File: src/rtl/tgs_pkg.sv
package tgs_pkg;

    localparam int DIM_BITS       = 14;
    localparam int CNT_BITS       = 6;
    localparam int MAX_TILE_LIMIT = 63;
    localparam int DIST_BITS      = DIM_BITS + CNT_BITS;
    localparam int PROD_BITS      = DIST_BITS + CNT_BITS;
    localparam int STEP_BITS      = $clog2(DIM_BITS);

    localparam int CFG_IDX_BITS  = 2;
    localparam int CFG_DATA_BITS = CNT_BITS;

    localparam logic [CFG_IDX_BITS-1:0] CFG_MIN_TILES = 2'd0;
    localparam logic [CFG_IDX_BITS-1:0] CFG_MAX_TILES = 2'd1;
    localparam logic [CFG_IDX_BITS-1:0] CFG_THUMB_EN  = 2'd2;

    typedef enum logic [2:0] {
        ST_IDLE,
        ST_SEARCH,
        ST_DRAIN,
        ST_DIVW_GO,
        ST_DIVW_WAIT,
        ST_DIVH_GO,
        ST_DIVH_WAIT,
        ST_EMIT
    } t_state;

    typedef struct packed {
        logic                start;
        logic [DIM_BITS-1:0] dividend;
        logic [CNT_BITS-1:0] divisor;
    } t_div_req;

    typedef struct packed {
        logic                done;
        logic [DIM_BITS-1:0] quo;
        logic [CNT_BITS-1:0] rem;
    } t_div_rsp;

endpackage

File: src/rtl/tgs_img_if.sv
interface tgs_img_if;
    import tgs_pkg::*;

    logic                valid;
    logic                ready;
    logic [DIM_BITS-1:0] image_width;
    logic [DIM_BITS-1:0] image_height;

    modport source (output valid, output image_width, output image_height, input ready);
    modport sink   (input valid, input image_width, input image_height, output ready);
endinterface

File: src/rtl/tgs_rect_if.sv
interface tgs_rect_if;
    import tgs_pkg::*;

    logic                valid;
    logic                ready;
    logic [DIM_BITS-1:0] rect_x;
    logic [DIM_BITS-1:0] rect_y;
    logic [DIM_BITS-1:0] rect_width;
    logic [DIM_BITS-1:0] rect_height;
    logic [CNT_BITS-1:0] grid_columns;
    logic [CNT_BITS-1:0] grid_rows;
    logic                is_thumbnail;
    logic                last;

    modport source (
        output valid, output rect_x, output rect_y, output rect_width, output rect_height,
        output grid_columns, output grid_rows, output is_thumbnail, output last,
        input ready
    );
    modport sink (
        input valid, input rect_x, input rect_y, input rect_width, input rect_height,
        input grid_columns, input grid_rows, input is_thumbnail, input last,
        output ready
    );
endinterface

File: src/rtl/tgs_div.sv
module tgs_div (
    input  logic              i_clk,
    input  logic              i_rst_n,
    input  tgs_pkg::t_div_req i_req,
    output tgs_pkg::t_div_rsp o_rsp
);
    import tgs_pkg::*;

    logic                 r_busy;
    logic                 r_done;
    logic [STEP_BITS-1:0] r_cnt;
    logic [DIM_BITS-1:0]  r_quo;
    logic [CNT_BITS-1:0]  r_rem;
    logic [CNT_BITS-1:0]  r_div;

    logic [CNT_BITS:0]    w_trial;
    logic                 w_ge;
    logic [CNT_BITS:0]    w_diff;

    // one quotient bit per cycle, restoring
    assign w_trial = {r_rem, r_quo[DIM_BITS-1]};
    assign w_ge    = w_trial >= {1'b0, r_div};
    assign w_diff  = w_trial - {1'b0, r_div};

    always_ff @(posedge i_clk) begin
        if (!i_rst_n) begin
            r_busy <= 1'b0;
            r_done <= 1'b0;
            r_cnt  <= '0;
        end else begin
            r_done <= 1'b0;
            if (i_req.start) begin
                r_busy <= 1'b1;
                r_cnt  <= '0;
            end else if (r_busy) begin
                r_cnt <= r_cnt + 1'b1;
                if (r_cnt == STEP_BITS'(DIM_BITS - 1)) begin
                    r_busy <= 1'b0;
                    r_done <= 1'b1;
                end
            end
        end
    end

    always_ff @(posedge i_clk) begin
        if (i_req.start) begin
            r_quo <= i_req.dividend;
            r_rem <= '0;
            r_div <= i_req.divisor;
        end else if (r_busy) begin
            r_quo <= {r_quo[DIM_BITS-2:0], w_ge};
            r_rem <= w_ge ? w_diff[CNT_BITS-1:0] : w_trial[CNT_BITS-1:0];
        end
    end

    assign o_rsp.done = r_done;
    assign o_rsp.quo  = r_quo;
    assign o_rsp.rem  = r_rem;

endmodule

File: src/rtl/tile_grid_select_and_emit_core.sv
// Takes one image size, picks the tile grid (cols x rows, tile count within
// min_tiles..max_tiles) whose cols/rows is closest to width/height, and sends
// the tile rectangles in raster order, then a whole-image thumbnail when that
// is enabled and the grid has several tiles. One image is handled at a time:
// the grid search checks one candidate grid per cycle (rows of candidates are
// cut short once the tile count passes max_tiles), then a drain state empties
// the compare stage, then a bit-serial divider works out the tile width and
// then the tile height, then one rectangle leaves per cycle while the sink
// takes them. The input is ready again once the last rectangle sits in the
// output register.
module tile_grid_select_and_emit_core (
    input  logic                               i_clk,
    input  logic                               i_rst_n,
    input  logic                               i_cfg_we,
    input  logic [tgs_pkg::CFG_IDX_BITS-1:0]   i_cfg_idx,
    input  logic [tgs_pkg::CFG_DATA_BITS-1:0]  i_cfg_data,
    tgs_img_if.sink                            i_img,
    tgs_rect_if.source                         o_rect
);
    import tgs_pkg::*;

    // configuration
    logic [CNT_BITS-1:0] r_min_tiles;
    logic [CNT_BITS-1:0] r_max_tiles;
    logic                r_thumb_en;

    t_state r_state;
    t_state n_state;

    // image
    logic [DIM_BITS-1:0] r_w;
    logic [DIM_BITS-1:0] r_h;

    // candidate sequencer
    logic [CNT_BITS-1:0] r_n, r_i, r_j;
    logic                r_first;
    logic [CNT_BITS-1:0] n_n, n_i, n_j;
    logic                n_first;
    logic                w_search_end;

    // compare pipeline
    logic                 r_a_valid;
    logic [CNT_BITS-1:0]  r_a_i, r_a_j, r_a_t;
    logic [DIST_BITS-1:0] r_a_wj, r_a_ih;

    // best grid
    logic                 r_found;
    logic [CNT_BITS-1:0]  r_best_i, r_best_j, r_best_t;
    logic [DIST_BITS-1:0] r_best_d;

    // emission
    logic [DIM_BITS-1:0] r_wq, r_hq;
    logic [CNT_BITS-1:0] r_wr, r_hr;
    logic [CNT_BITS-1:0] r_col, r_row;
    logic [DIM_BITS-1:0] r_xq, r_yq;
    logic [CNT_BITS-1:0] r_xr, r_yr;
    logic                r_in_thumb;

    // output register
    logic                r_out_valid;
    logic [DIM_BITS-1:0] r_o_x, r_o_y, r_o_w, r_o_h;
    logic [CNT_BITS-1:0] r_o_cols, r_o_rows;
    logic                r_o_thumb, r_o_last;

    t_div_req w_div_req;
    t_div_rsp w_div_rsp;

    logic                   w_accept;
    logic                   w_in_ready;
    logic [CNT_BITS-1:0]    w_hi;
    logic [CNT_BITS-1:0]    w_n0;
    logic [DIM_BITS-1:0]    w_in_w, w_in_h;
    logic [2*CNT_BITS-1:0]  w_t;
    logic                   w_over;
    logic                   w_cand;
    logic [DIST_BITS-1:0]   w_wj, w_ih, w_d;
    logic [PROD_BITS-1:0]   w_lhs, w_rhs;
    logic                   w_better;
    logic                   w_thumb;
    logic                   w_last_col, w_last_row, w_tile_last, w_final;
    logic                   w_load;
    logic [CNT_BITS:0]      w_xsum, w_ysum;
    logic                   w_xwrap, w_ywrap;
    logic [DIM_BITS-1:0]    w_tw, w_th;

    tgs_div u_div (
        .i_clk   (i_clk),
        .i_rst_n (i_rst_n),
        .i_req   (w_div_req),
        .o_rsp   (w_div_rsp)
    );

    assign w_accept = i_img.valid && w_in_ready;
    assign w_hi     = (r_max_tiles > CNT_BITS'(MAX_TILE_LIMIT)) ?
                      CNT_BITS'(MAX_TILE_LIMIT) : r_max_tiles;
    assign w_n0     = (r_min_tiles == '0) ? CNT_BITS'(1) : r_min_tiles;
    assign w_in_w   = (i_img.image_width == '0) ? DIM_BITS'(1) : i_img.image_width;
    assign w_in_h   = (i_img.image_height == '0) ? DIM_BITS'(1) : i_img.image_height;

    // candidate check
    assign w_t    = r_i * r_j;
    assign w_over = w_t > {{CNT_BITS{1'b0}}, w_hi};
    assign w_cand = (r_state == ST_SEARCH) && !w_over &&
                    (w_t >= {{CNT_BITS{1'b0}}, r_min_tiles});
    assign w_wj   = r_w * r_j;
    assign w_ih   = r_h * r_i;

    // Visit each grid once, in the order of its first appearance: the full
    // square for the first tile count, then for each larger count n only the
    // new column j = n and row i = n. Tile count grows along i and j, so
    // drop the rest of a line once it passes the maximum.
    always_comb begin
        n_n          = r_n;
        n_i          = r_i;
        n_j          = r_j;
        n_first      = r_first;
        w_search_end = 1'b0;
        if (r_i == r_n) begin
            if (w_over || r_j == r_n) begin
                if (r_n == w_hi) begin
                    w_search_end = 1'b1;
                end else begin
                    n_n     = r_n + 1'b1;
                    n_i     = CNT_BITS'(1);
                    n_j     = r_n + 1'b1;
                    n_first = 1'b0;
                end
            end else begin
                n_j = r_j + 1'b1;
            end
        end else if (r_first) begin
            if (w_over || r_j == r_n) begin
                n_i = r_i + 1'b1;
                n_j = CNT_BITS'(1);
            end else begin
                n_j = r_j + 1'b1;
            end
        end else begin
            if (w_over || (r_i + 1'b1) == r_n) begin
                n_i = r_n;
                n_j = CNT_BITS'(1);
            end else begin
                n_i = r_i + 1'b1;
            end
        end
    end

    // exact distance compare: |W*j - i*H| / (H*j), H cancels
    assign w_d      = (r_a_wj >= r_a_ih) ? (r_a_wj - r_a_ih) : (r_a_ih - r_a_wj);
    assign w_lhs    = w_d * r_best_j;
    assign w_rhs    = r_best_d * r_a_j;
    assign w_better = !r_found || (w_lhs < w_rhs) ||
                      ((w_lhs == w_rhs) && (r_a_t > r_best_t));

    // emission
    assign w_thumb     = r_thumb_en && (r_best_t != CNT_BITS'(1));
    assign w_last_col  = r_col == (r_best_i - 1'b1);
    assign w_last_row  = r_row == (r_best_j - 1'b1);
    assign w_tile_last = w_last_col && w_last_row;
    assign w_final     = r_in_thumb || (w_tile_last && !w_thumb);
    assign w_xsum      = {1'b0, r_xr} + {1'b0, r_wr};
    assign w_ysum      = {1'b0, r_yr} + {1'b0, r_hr};
    assign w_xwrap     = w_xsum >= {1'b0, r_best_i};
    assign w_ywrap     = w_ysum >= {1'b0, r_best_j};
    assign w_tw        = (r_wq == '0) ? DIM_BITS'(1) : r_wq;
    assign w_th        = (r_hq == '0) ? DIM_BITS'(1) : r_hq;

    // next state
    always_comb begin
        n_state = r_state;
        case (r_state)
            ST_IDLE: begin
                if (w_accept) begin
                    n_state = (w_n0 <= w_hi) ? ST_SEARCH : ST_DRAIN;
                end
            end
            ST_SEARCH: begin
                if (w_search_end) begin
                    n_state = ST_DRAIN;
                end
            end
            ST_DRAIN:     n_state = ST_DIVW_GO;
            ST_DIVW_GO:   n_state = ST_DIVW_WAIT;
            ST_DIVW_WAIT: begin
                if (w_div_rsp.done) begin
                    n_state = ST_DIVH_GO;
                end
            end
            ST_DIVH_GO:   n_state = ST_DIVH_WAIT;
            ST_DIVH_WAIT: begin
                if (w_div_rsp.done) begin
                    n_state = ST_EMIT;
                end
            end
            ST_EMIT: begin
                if (w_load && w_final) begin
                    n_state = ST_IDLE;
                end
            end
            default:      n_state = ST_IDLE;
        endcase
    end

    // state outputs
    always_comb begin
        w_in_ready         = 1'b0;
        w_load             = 1'b0;
        w_div_req.start    = 1'b0;
        w_div_req.dividend = r_w;
        w_div_req.divisor  = r_best_i;
        case (r_state)
            ST_IDLE:    w_in_ready = 1'b1;
            ST_DIVW_GO: w_div_req.start = 1'b1;
            ST_DIVH_GO: begin
                w_div_req.start    = 1'b1;
                w_div_req.dividend = r_h;
                w_div_req.divisor  = r_best_j;
            end
            ST_EMIT:    w_load = !r_out_valid || o_rect.ready;
            default: begin
                w_in_ready = 1'b0;
            end
        endcase
    end

    // control registers
    always_ff @(posedge i_clk) begin
        if (!i_rst_n) begin
            r_state     <= ST_IDLE;
            r_min_tiles <= CNT_BITS'(1);
            r_max_tiles <= CNT_BITS'(12);
            r_thumb_en  <= 1'b1;
            r_a_valid   <= 1'b0;
            r_found     <= 1'b0;
            r_out_valid <= 1'b0;
            r_in_thumb  <= 1'b0;
        end else begin
            r_state   <= n_state;
            r_a_valid <= w_cand;
            if (i_cfg_we) begin
                case (i_cfg_idx)
                    CFG_MIN_TILES: r_min_tiles <= i_cfg_data;
                    CFG_MAX_TILES: r_max_tiles <= i_cfg_data;
                    CFG_THUMB_EN:  r_thumb_en  <= i_cfg_data[0];
                    default:       r_thumb_en  <= r_thumb_en;
                endcase
            end
            if (w_accept) begin
                r_found    <= 1'b0;
                r_in_thumb <= 1'b0;
            end else if (r_a_valid && w_better) begin
                r_found <= 1'b1;
            end
            if (w_load) begin
                r_out_valid <= 1'b1;
                if (!r_in_thumb && w_tile_last && w_thumb) begin
                    r_in_thumb <= 1'b1;
                end
            end else if (o_rect.ready) begin
                r_out_valid <= 1'b0;
            end
        end
    end

    // datapath
    always_ff @(posedge i_clk) begin
        if (w_accept) begin
            r_w      <= w_in_w;
            r_h      <= w_in_h;
            r_n      <= w_n0;
            r_i      <= CNT_BITS'(1);
            r_j      <= CNT_BITS'(1);
            r_first  <= 1'b1;
            r_best_i <= CNT_BITS'(1);
            r_best_j <= CNT_BITS'(1);
            r_best_t <= CNT_BITS'(1);
            r_best_d <= '0;
            r_col    <= '0;
            r_row    <= '0;
            r_xq     <= '0;
            r_xr     <= '0;
            r_yq     <= '0;
            r_yr     <= '0;
        end else begin
            if (r_state == ST_SEARCH) begin
                r_n     <= n_n;
                r_i     <= n_i;
                r_j     <= n_j;
                r_first <= n_first;
            end
            if (r_a_valid && w_better) begin
                r_best_i <= r_a_i;
                r_best_j <= r_a_j;
                r_best_t <= r_a_t;
                r_best_d <= w_d;
            end
            if (w_load && !r_in_thumb) begin
                if (w_last_col) begin
                    r_col <= '0;
                    r_xq  <= '0;
                    r_xr  <= '0;
                    if (!w_last_row) begin
                        r_row <= r_row + 1'b1;
                        r_yq  <= r_yq + r_hq + DIM_BITS'(w_ywrap);
                        r_yr  <= w_ywrap ? CNT_BITS'(w_ysum - {1'b0, r_best_j})
                                         : w_ysum[CNT_BITS-1:0];
                    end
                end else begin
                    r_col <= r_col + 1'b1;
                    r_xq  <= r_xq + r_wq + DIM_BITS'(w_xwrap);
                    r_xr  <= w_xwrap ? CNT_BITS'(w_xsum - {1'b0, r_best_i})
                                     : w_xsum[CNT_BITS-1:0];
                end
            end
        end
        r_a_i  <= r_i;
        r_a_j  <= r_j;
        r_a_t  <= w_t[CNT_BITS-1:0];
        r_a_wj <= w_wj;
        r_a_ih <= w_ih;
        if (r_state == ST_DIVW_WAIT && w_div_rsp.done) begin
            r_wq <= w_div_rsp.quo;
            r_wr <= w_div_rsp.rem;
        end
        if (r_state == ST_DIVH_WAIT && w_div_rsp.done) begin
            r_hq <= w_div_rsp.quo;
            r_hr <= w_div_rsp.rem;
        end
        if (w_load) begin
            r_o_cols <= r_best_i;
            r_o_rows <= r_best_j;
            if (r_in_thumb) begin
                r_o_x     <= '0;
                r_o_y     <= '0;
                r_o_w     <= r_w;
                r_o_h     <= r_h;
                r_o_thumb <= 1'b1;
                r_o_last  <= 1'b1;
            end else begin
                r_o_x     <= r_xq;
                r_o_y     <= r_yq;
                r_o_w     <= w_tw;
                r_o_h     <= w_th;
                r_o_thumb <= 1'b0;
                r_o_last  <= w_tile_last && !w_thumb;
            end
        end
    end

    assign i_img.ready         = w_in_ready;
    assign o_rect.valid        = r_out_valid;
    assign o_rect.rect_x       = r_o_x;
    assign o_rect.rect_y       = r_o_y;
    assign o_rect.rect_width   = r_o_w;
    assign o_rect.rect_height  = r_o_h;
    assign o_rect.grid_columns = r_o_cols;
    assign o_rect.grid_rows    = r_o_rows;
    assign o_rect.is_thumbnail = r_o_thumb;
    assign o_rect.last         = r_o_last;

    a_accept_starts_search: assert property (@(posedge i_clk) disable iff (!i_rst_n)
        w_accept |=> (r_state == ST_SEARCH) || (r_state == ST_DRAIN))
        else $error("image transfer did not start the grid search");

    a_compare_only_in_search: assert property (@(posedge i_clk) disable iff (!i_rst_n)
        r_a_valid |-> (r_state == ST_SEARCH) || (r_state == ST_DRAIN))
        else $error("candidate compare active outside the search");

    a_tile_in_grid: assert property (@(posedge i_clk) disable iff (!i_rst_n)
        (r_state == ST_EMIT) && !r_in_thumb |-> (r_col < r_best_i) && (r_row < r_best_j))
        else $error("tile position outside the chosen grid");

endmodule

File: src/flat_wrapper.sv
// flat-port wrapper written by rule: the top's interface ports become plain ports
module tile_grid_select_and_emit_core_flat import tgs_pkg::*;
  (i_clk, i_rst_n, i_cfg_we, i_cfg_idx, i_cfg_data, i_img_valid, i_img_image_width, i_img_image_height, i_img_ready, o_rect_valid, o_rect_rect_x, o_rect_rect_y, o_rect_rect_width, o_rect_rect_height, o_rect_grid_columns, o_rect_grid_rows, o_rect_is_thumbnail, o_rect_last, o_rect_ready);
  tgs_img_if i_img_i ();
  tgs_rect_if o_rect_i ();
  input  logic i_clk;
  input  logic i_rst_n;
  input  logic i_cfg_we;
  input  logic [tgs_pkg::CFG_IDX_BITS-1:0] i_cfg_idx;
  input  logic [tgs_pkg::CFG_DATA_BITS-1:0] i_cfg_data;
  input wire logic [$bits(i_img_i.valid)-1:0] i_img_valid;
  input wire logic [$bits(i_img_i.image_width)-1:0] i_img_image_width;
  input wire logic [$bits(i_img_i.image_height)-1:0] i_img_image_height;
  output wire logic [$bits(i_img_i.ready)-1:0] i_img_ready;
  output wire logic [$bits(o_rect_i.valid)-1:0] o_rect_valid;
  output wire logic [$bits(o_rect_i.rect_x)-1:0] o_rect_rect_x;
  output wire logic [$bits(o_rect_i.rect_y)-1:0] o_rect_rect_y;
  output wire logic [$bits(o_rect_i.rect_width)-1:0] o_rect_rect_width;
  output wire logic [$bits(o_rect_i.rect_height)-1:0] o_rect_rect_height;
  output wire logic [$bits(o_rect_i.grid_columns)-1:0] o_rect_grid_columns;
  output wire logic [$bits(o_rect_i.grid_rows)-1:0] o_rect_grid_rows;
  output wire logic [$bits(o_rect_i.is_thumbnail)-1:0] o_rect_is_thumbnail;
  output wire logic [$bits(o_rect_i.last)-1:0] o_rect_last;
  input wire logic [$bits(o_rect_i.ready)-1:0] o_rect_ready;
  assign i_img_i.valid = i_img_valid;
  assign i_img_i.image_width = i_img_image_width;
  assign i_img_i.image_height = i_img_image_height;
  assign i_img_ready = i_img_i.ready;
  assign o_rect_valid = o_rect_i.valid;
  assign o_rect_rect_x = o_rect_i.rect_x;
  assign o_rect_rect_y = o_rect_i.rect_y;
  assign o_rect_rect_width = o_rect_i.rect_width;
  assign o_rect_rect_height = o_rect_i.rect_height;
  assign o_rect_grid_columns = o_rect_i.grid_columns;
  assign o_rect_grid_rows = o_rect_i.grid_rows;
  assign o_rect_is_thumbnail = o_rect_i.is_thumbnail;
  assign o_rect_last = o_rect_i.last;
  assign o_rect_i.ready = o_rect_ready;
  tile_grid_select_and_emit_core u_core (.i_clk(i_clk), .i_rst_n(i_rst_n), .i_cfg_we(i_cfg_we), .i_cfg_idx(i_cfg_idx), .i_cfg_data(i_cfg_data), .i_img(i_img_i), .o_rect(o_rect_i));
endmodule
File: config.mk
export PLATFORM = sky130hd
export DESIGN_NAME = tile_grid_select_and_emit_core_flat
export DESIGN_NICKNAME = d
export VERILOG_FILES = /design/src/rtl/tgs_pkg.sv /design/src/rtl/tgs_img_if.sv /design/src/rtl/tgs_rect_if.sv /design/src/rtl/tgs_div.sv /design/src/rtl/tile_grid_select_and_emit_core.sv /design/src/flat_wrapper.sv
export SDC_FILE = /design/constraint.sdc
export NUM_CORES = 2
export LEC_CHECK = 0
export BUFFER_PORTS_ARGS = -buffer_cell sky130_fd_sc_hd__buf_2
export CORE_MARGIN = 2
export CORE_UTILIZATION = 58
export CTS_CLUSTER_SIZE = 25
export DETAILED_ROUTE_END_ITERATION = 8
export HOLD_SLACK_MARGIN = 0.03
export PLACE_DENSITY = 0.77
export SYNTH_ARGS = -nofsm -noshare
export SYNTH_HDL_FRONTEND = slang
export SYNTH_SLANG_ARGS = --single-unit
File: constraint.sdc
create_clock -name i_clk -period 8.3 [get_ports i_clk]
set_clock_uncertainty 0.15 [all_clocks]
set_input_delay 0.83 -clock i_clk [delete_from_list [all_inputs] [get_ports i_clk]]
set_output_delay 0.83 -clock i_clk [all_outputs]
set_load 0.005 [all_outputs]
; Word level (Yosys, flattened, before mapping)
; Cells that the tools add are included.
[totals]
register_bits = 357
inputBits = 41
out_inout_bits = 72
wordCells = 219
[classes]
addsub = 19
mul = 5
n_lt_le_gt_ge = 10
eq_ne = 28
mux = 55
n_bitwise = 4
reduce_logical = 51
[ops]
columns = operator, n
row1 = $mux 6, 23
row2 = $mux 14, 7
row3 = $logic_not 14->1, 4
row4 = $mul 20x6->26, 2
row5 = $mul 14x6->20, 2
row6 = $mux 20, 2
row7 = $sub 20x20->20, 2
row8 = $eq 6x6->1, 6
row9 = $add 6x1->6 const B, 5
row10 = $add 14x1->14, 2
row11 = $add 14x14->14, 2
row12 = $eq 26x26->1, 1
row13 = $lt 26x26->1, 1
row14 = $pmux 3 s8, 1
row15 = $ge 7x6->1, 3
row16 = $ge 20x20->1, 1
row17 = $sub 6x6->6, 3
row18 = $mux 1, 16
row19 = $mux 3, 5
row20 = $add 6x6->7, 2
row21 = $logic_and 1x1->1, 14
row22 = $eq 3x3->1 const B, 4
row23 = $ge 12x6->1, 1
row24 = $gt 12x6->1, 1
row25 = other kinds (30), 62

; Logic depth before layout (Yosys ltp)
[depth]
ltp_word = 8
ltp_mapped = 40
ltp_nobuf = 38

; Hierarchy
; From an unflattened synthesis, not the netlist that was laid out.
[unflattened]
cells_unflattened = 3427
area_unflattened_um2 = 31622.8
[modules_own_cells]
columns = mod, n_inst, cells_per_inst, area_per_inst_um2, seq_area_each_um2
row1 = tile_grid_select_and_emit_core, 1, 3290, 30017.5, 7947.6
row2 = tgs_div, 1, 137, 1605.3, 840.8

; Least setup slack after synthesis
; Ideal clock, no wire load.
[synth_timing]
path_type = reg2reg
start = register u_core.r_a_wj[0]
end = register u_core.r_best_d[10]
setup_time_ps = 115
arrival_ps = 8235
required_time_ps = 8035
setup_slack_ps = -200
stages_incl_launch_ff = 38
n_path_buf = 1
synth_period_minus_slack_ps = 8500
path_cell_list = dfxtp_1 > inv_1 > ha_1 > inv_1 > fa_1 > a211oi_1 > o21ai_0 > a31oi_2 > a2111oi_4 > buf_4 > a2111oi_0 > a21oi_1 > xnor2_1 > and2_1 > fa_1 > fa_1 > inv_1 > fa_1 > [... 2 more ...] > o21ai_0 > a21oi_1 > a211oi_1 > o211ai_1 > a31oi_1 > nor2b_1 > o21ai_0 > nor2b_1 > xnor2_1 > ha_1 > nand3_1 > nor2_1 > nor3_1 > a21oi_1 > o41ai_2 > clkinv_1 > and3_1 > a31o_1
[synth_via]
elab_chain_cells = 7
elab_cells_between_ends = 11
cone_classes = 2 x add/sub / 1 x mul / 2 x order compare / 1 x eq/ne / 1 x mux / 4 x reduce/logical
[synth_lines]
columns = item, line_no
row1 = "start, declared", tile_grid_select_and_emit_core.sv:44  ; logic [DIST_BITS-1:0] r_a_wj, r_a_ih;
row2 = "start signal, assigned", tile_grid_select_and_emit_core.sv:319  ; r_a_wj <= w_wj;
row3 = $sub 20x20->20 or $ge 20x20->1 (tied branches), tile_grid_select_and_emit_core.sv:149  ; assign w_d = (r_a_wj >= r_a_ih) ? (r_a_wj - r_a_ih) : (r_a_ih - r_a_wj);
row4 = $mux 20 *, tile_grid_select_and_emit_core.sv:149
row5 = $mul 20x6->26, tile_grid_select_and_emit_core.sv:150  ; assign w_lhs = w_d * r_best_j;
row6 = $lt 26x26->1 or $eq 26x26->1 (tied branches), "tile_grid_select_and_emit_core.sv:152, tile_grid_select_and_emit_core.sv:153"
row7 = $logic_or 1x1->1 or $logic_and 1x1->1 (tied branches), "tile_grid_select_and_emit_core.sv:152, tile_grid_select_and_emit_core.sv:153"
row8 = $logic_or 1x1->1, tile_grid_select_and_emit_core.sv:152  ; assign w_better = !r_found || (w_lhs < w_rhs) ||
row9 = $logic_and 1x1->1, tile_grid_select_and_emit_core.sv:291  ; if (r_a_valid && w_better) begin
row10 = "end signal, assigned", tile_grid_select_and_emit_core.sv:295  ; r_best_d <= w_d;
row11 = "end, declared", tile_grid_select_and_emit_core.sv:49  ; logic [DIST_BITS-1:0] r_best_d;
; Mark *: on every way between the ends. The rest lies on a longest branch, timed or not.
; A chain may end at the register's enable or synchronous reset.

; Final worst setup path
[layout_timing]
start = register u_core.r_a_wj[0]
end = register u_core.r_best_j[5]
[layout_via]
elab_chain_cells = 7
elab_cells_between_ends = 11
cone_classes = 2 x add/sub / 1 x mul / 2 x order compare / 1 x eq/ne / 1 x mux / 4 x reduce/logical
[layout_lines]
columns = item, line_no
row1 = $sub 20x20->20 or $ge 20x20->1 (tied branches), tile_grid_select_and_emit_core.sv:149
row2 = $mux 20 *, tile_grid_select_and_emit_core.sv:149
row3 = $mul 20x6->26 *, tile_grid_select_and_emit_core.sv:150
row4 = $lt 26x26->1 or $eq 26x26->1 (tied branches), "tile_grid_select_and_emit_core.sv:152, tile_grid_select_and_emit_core.sv:153"
row5 = $logic_or 1x1->1 or $logic_and 1x1->1 (tied branches), "tile_grid_select_and_emit_core.sv:152, tile_grid_select_and_emit_core.sv:153"
row6 = $logic_or 1x1->1 *, tile_grid_select_and_emit_core.sv:152
row7 = $logic_and 1x1->1 *, tile_grid_select_and_emit_core.sv:291
row8 = "end signal, assigned", tile_grid_select_and_emit_core.sv:293  ; r_best_j <= r_a_j;
row9 = "end, declared", tile_grid_select_and_emit_core.sv:48  ; logic [CNT_BITS-1:0] r_best_i, r_best_j, r_best_t;
; Marks and branches as above.

==> impl_results.rst <==
.. list-table::
   :header-rows: 1

   * - Metric
     - Value
   * - Largest family of logic cells by synthesized area
     - adder cells
   * - CTS sink cnt
     - 357
   * - Power density over the cells
     - 459 mW/mm^2
   * - Total DRC errors in the routed layout
     - 0
   * - Die extent in y
     - 238 microns
   * - Ant. Diodes
     - 0
   * - Maximum root-to-sink buffer count
     - 3
   * - Parity-gate share of the synthesized area counting xor and xnor cells
     - 0.0482
   * - Clock root buffer
     - sky130_fd_sc_hd__clkbuf_16
   * - Floorplan Core Area
     - 0.0540 sq mm
   * - Registers with the most flip-flops
     - u_core.r_a_ih: 20 flops, u_core.r_a_wj: 20 flops, u_core.r_best_d: 20 flops
   * - Number of vias in the routed layout
     - 25132
   * - Number of antenna violations at the first check in global routing
     - 0
   * - Area growth, synth to finish
     - 12.4%
   * - Total number of yosys warnings
     - 0
   * - Die Area
     - 0.0566 sq mm
   * - Violated checks
     - setup timing
   * - Post-Synthesis Mean Instance Area
     - 9.17 sq um
   * - Final cell area excluding filler cells
     - 0.0357 sq mm
   * - Critical Path Source Type
     - register
   * - Number of nets produced by synthesis
     - 4072
   * - CTS tree
     - done
   * - Num CTS Buffers
     - 40
   * - R2R Setup Slk
     - -50 ps
   * - Multi-input logic area
     - 0.0212 sq mm
   * - Hold Path Depth
     - 1
   * - Post-placement cell area
     - 0.0336 sq mm
   * - Number of setup violations in the final report
     - 4
   * - Weighted congestion at the end of routability-driven global placement
     - 0.957
   * - Synth area leaders
     - sky130_fd_sc_hd__fa_1, sky130_fd_sc_hd__edfxtp_1, sky130_fd_sc_hd__dfxtp_1, sky130_fd_sc_hd__ha_1, sky130_fd_sc_hd__nand2_1
   * - Path type of the worst min-delay path
     - in -> reg
   * - Post-route antenna net violation count
     - 0
   * - Number of H-tree levels
     - 2
   * - Post-synthesis async set-or-reset flop share
     - 0
   * - HPWL after DPL
     - 60.6 mm
   * - Static leakage
     - 16.5 nW
   * - Achievable frequency
     - 120 MHz
   * - Starting DRC count in detailed routing
     - 2077
   * - Routed via count divided by cell count
     - 5.81
   * - Number of nets in the layout
     - 4203
   * - Worst IR drop on VDD
     - 0.393 mV
   * - Via count of the first global-routing pass
     - 24822
   * - Buffers on Ports
     - 112
   * - Simple-gate share of the synthesized area
     - 0.165
   * - Top-level port count
     - 113
   * - Initial core utilization
     - 0.588
   * - WP data required
     - 8570 ps
   * - First-pass detailed-route iteration total
     - 5
   * - Worst Setup End Kind
     - register
   * - Normalized max-slew margin
     - 0.165
   * - Post-CTS Hold Fix Bufs
     - 0
   * - Clock slew at reported path FFs
     - 60 ps
   * - Pins over their slew limit
     - 0
   * - Max incr delay on CP
     - 540 ps
   * - Pin slew with the least headroom to its limit
     - 1250 ps
   * - Prevailing post-synth register cell
     - sky130_fd_sc_hd__dfxtp_1
   * - Data arrival time of the critical path
     - 8610 ps
   * - Sequential cell area
     - 0.00879 sq mm
   * - Commonest non-fill, non-tap cell in the layout
     - sky130_fd_sc_hd__nand2_1
   * - Sum of negative setup slack
     - -93.1 ps
   * - Power after layout
     - 16.4 mW
   * - Clock latency on the worst-skew pair
     - 570 ps
   * - Worst Path Class, Setup
     - reg -> reg
   * - Run status
     - finished with violations
   * - Overflow left after global routing
     - 0
   * - Number of rows in the core area
     - 85
   * - Count of fill cells added during filler insertion
     - 4261
   * - Reg2Reg Depth
     - 38
   * - Slowest library cell on the worst path
     - sky130_fd_sc_hd__fa_1
   * - Global-route wire length before repair
     - 129 mm
   * - Fraction of synthesized cell area taken by the top area cell type
     - 0.171
   * - Max FO, Critical Path
     - 7
   * - Setup repair after global routing missed its margin
     - true
   * - Count of max-cap constraint violations
     - 0
   * - GR Util All Layers
     - 0.282
   * - Chip width
     - 238 microns
   * - Gate count of the mapped netlist
     - 3463
   * - Flops & latches, synth
     - 357
   * - Time the worst path needs with I/O delays and setup
     - 8350 ps
   * - Maximum number of pins on one net before global-route repair
     - 73
   * - Synth Area in Compound Gates
     - 0.120
   * - Fraction of layout cells with a size suffix above 1
     - 0.130
   * - Worst setup slack before clock tree synthesis
     - -308 ps
   * - Mux share of post-synthesis cell area
     - 0.0307
   * - Unique masters post-synth
     - 82
   * - Final hold violation count
     - 0
   * - Number of enable flip-flop cells after synthesis
     - 164
   * - DR WL/cell
     - 18.5 microns
   * - Syn Std Cell Area
     - 0.0318 sq mm
   * - Synth Area in Adders
     - 0.288
   * - Commonest non-fill, non-tap cells in the layout
     - sky130_fd_sc_hd__nand2_1, sky130_fd_sc_hd__inv_1, sky130_fd_sc_hd__ha_1
   * - Final wirelength
     - 80.0 mm
   * - Post-synthesis sequential area ratio
     - 0.277
   * - Final worst-path cycle share
     - 1.01
   * - Final setup slack of the worst path
     - -47.9 ps
   * - Largest area contributor in the netlist
     - sky130_fd_sc_hd__fa_1
-- final cells by class --
type / count / share of cell area
sequential: 357 / 0.246
timing repair buffer: 263 / 0.0511
multi-input combinational: 2514 / 0.594
tap: 696 / 0.0244
inverter: 418 / 0.0442
clock buffer: 53 / 0.0323
clock inverter: 21 / 0.00757
-- cell families after synthesis --
family,after synthesis
simple gates,1106
buf+inv,592
compound gates,573
fa+ha+maj,568
flops,357
xor+xnor,174
mux,93
-- cell usage after synthesis (all sizes together) (15+ instances only) --
| master | count |
|---|---|
| a211oi | 29 |
| a21o | 74 |
| a21oi | 153 |
| a31oi | 18 |
| and2 | 156 |
| and3 | 20 |
| buf | 33 |
| clkbuf | 141 |
| dfxtp | 193 |
| edfxtp | 164 |
| fa | 272 |
| ha | 296 |
| inv | 416 |
| mux2 | 32 |
| mux2i | 61 |
| nand2 | 417 |
| nand2b | 29 |
| nand3 | 54 |
| nand4 | 24 |
| nor2 | 215 |
| nor2b | 65 |
| nor3 | 64 |
| nor4 | 18 |
| o211ai | 23 |
| o21a | 26 |
| o21ai | 112 |
| o21bai | 18 |
| o22ai | 15 |
| xnor2 | 97 |
| xor2 | 77 |
-- critical path, delay by kind of cell, from the launching register on --
kind	cells	cell delay (ps)
compound gates	15	3040
fa+ha+maj	7	2600
buf+inv	10	1110
simple gates	3	430
flops	1	320
xor+xnor	2	320
mux	1	250
-- path summary, 6_finish.rpt --
| kind | startpoint | to |
|---|---|---|
| setup reg to reg | u_core.r_a_wj[0]$_DFF_P_ | u_core.r_best_j[5]$_SDFFE_PP0P_ |
| setup / recovery | u_core.r_a_wj[0]$_DFF_P_ | u_core.r_best_j[5]$_SDFFE_PP0P_ |
| hold reg to reg | u_core.r_i[4]$_SDFFE_PP0P_ | u_core.r_a_i[4]$_DFF_P_ |
| hold / removal | i_img_image_width[3] | u_core.r_w[3]$_SDFFCE_PN0P_ |
-- through the flow --
stage | hold slack, ps | instances | utilization
after global placement | 286 | 4231 | 0.621
after global routing | 302 | 4322 | 0.661
after floorplan | 179 | 3463 | -
final | 306 | 4322 | 0.661
after detailed placement | 284 | 4231 | 0.621
after CTS | 287 | 4309 | 0.651
-- routing by layer --
layer  vias to the layer above  global-route usage  wire length (microns)
met5                         -                   0                      0
met4                         0              0.0909                   2360
met3                       148              0.0418                   6320
met2                       986               0.458                  36800
met1                     12172               0.391                  34600
li1                      11826                   -                      -
-- power by group --
group	total, mW	switching (mW)	leakage (nW)	internal [mW]
clock	1.89	0.769	0.691	1.12
combinational	12.0	6.52	12.7	5.45
sequential	2.52	0.381	3.08	2.14
total	16.4	7.67	16.5	8.71
-- repair_timing --
action | CTS | global route
cloned | 2 | 1
setup buffers | 2 | 12
endpoints found under the setup margin | 38 | 38
gates resized for setup | 21 | 90
pin swaps | 13 | 64
Note: power is estimated with default switching activity, not from simulation.
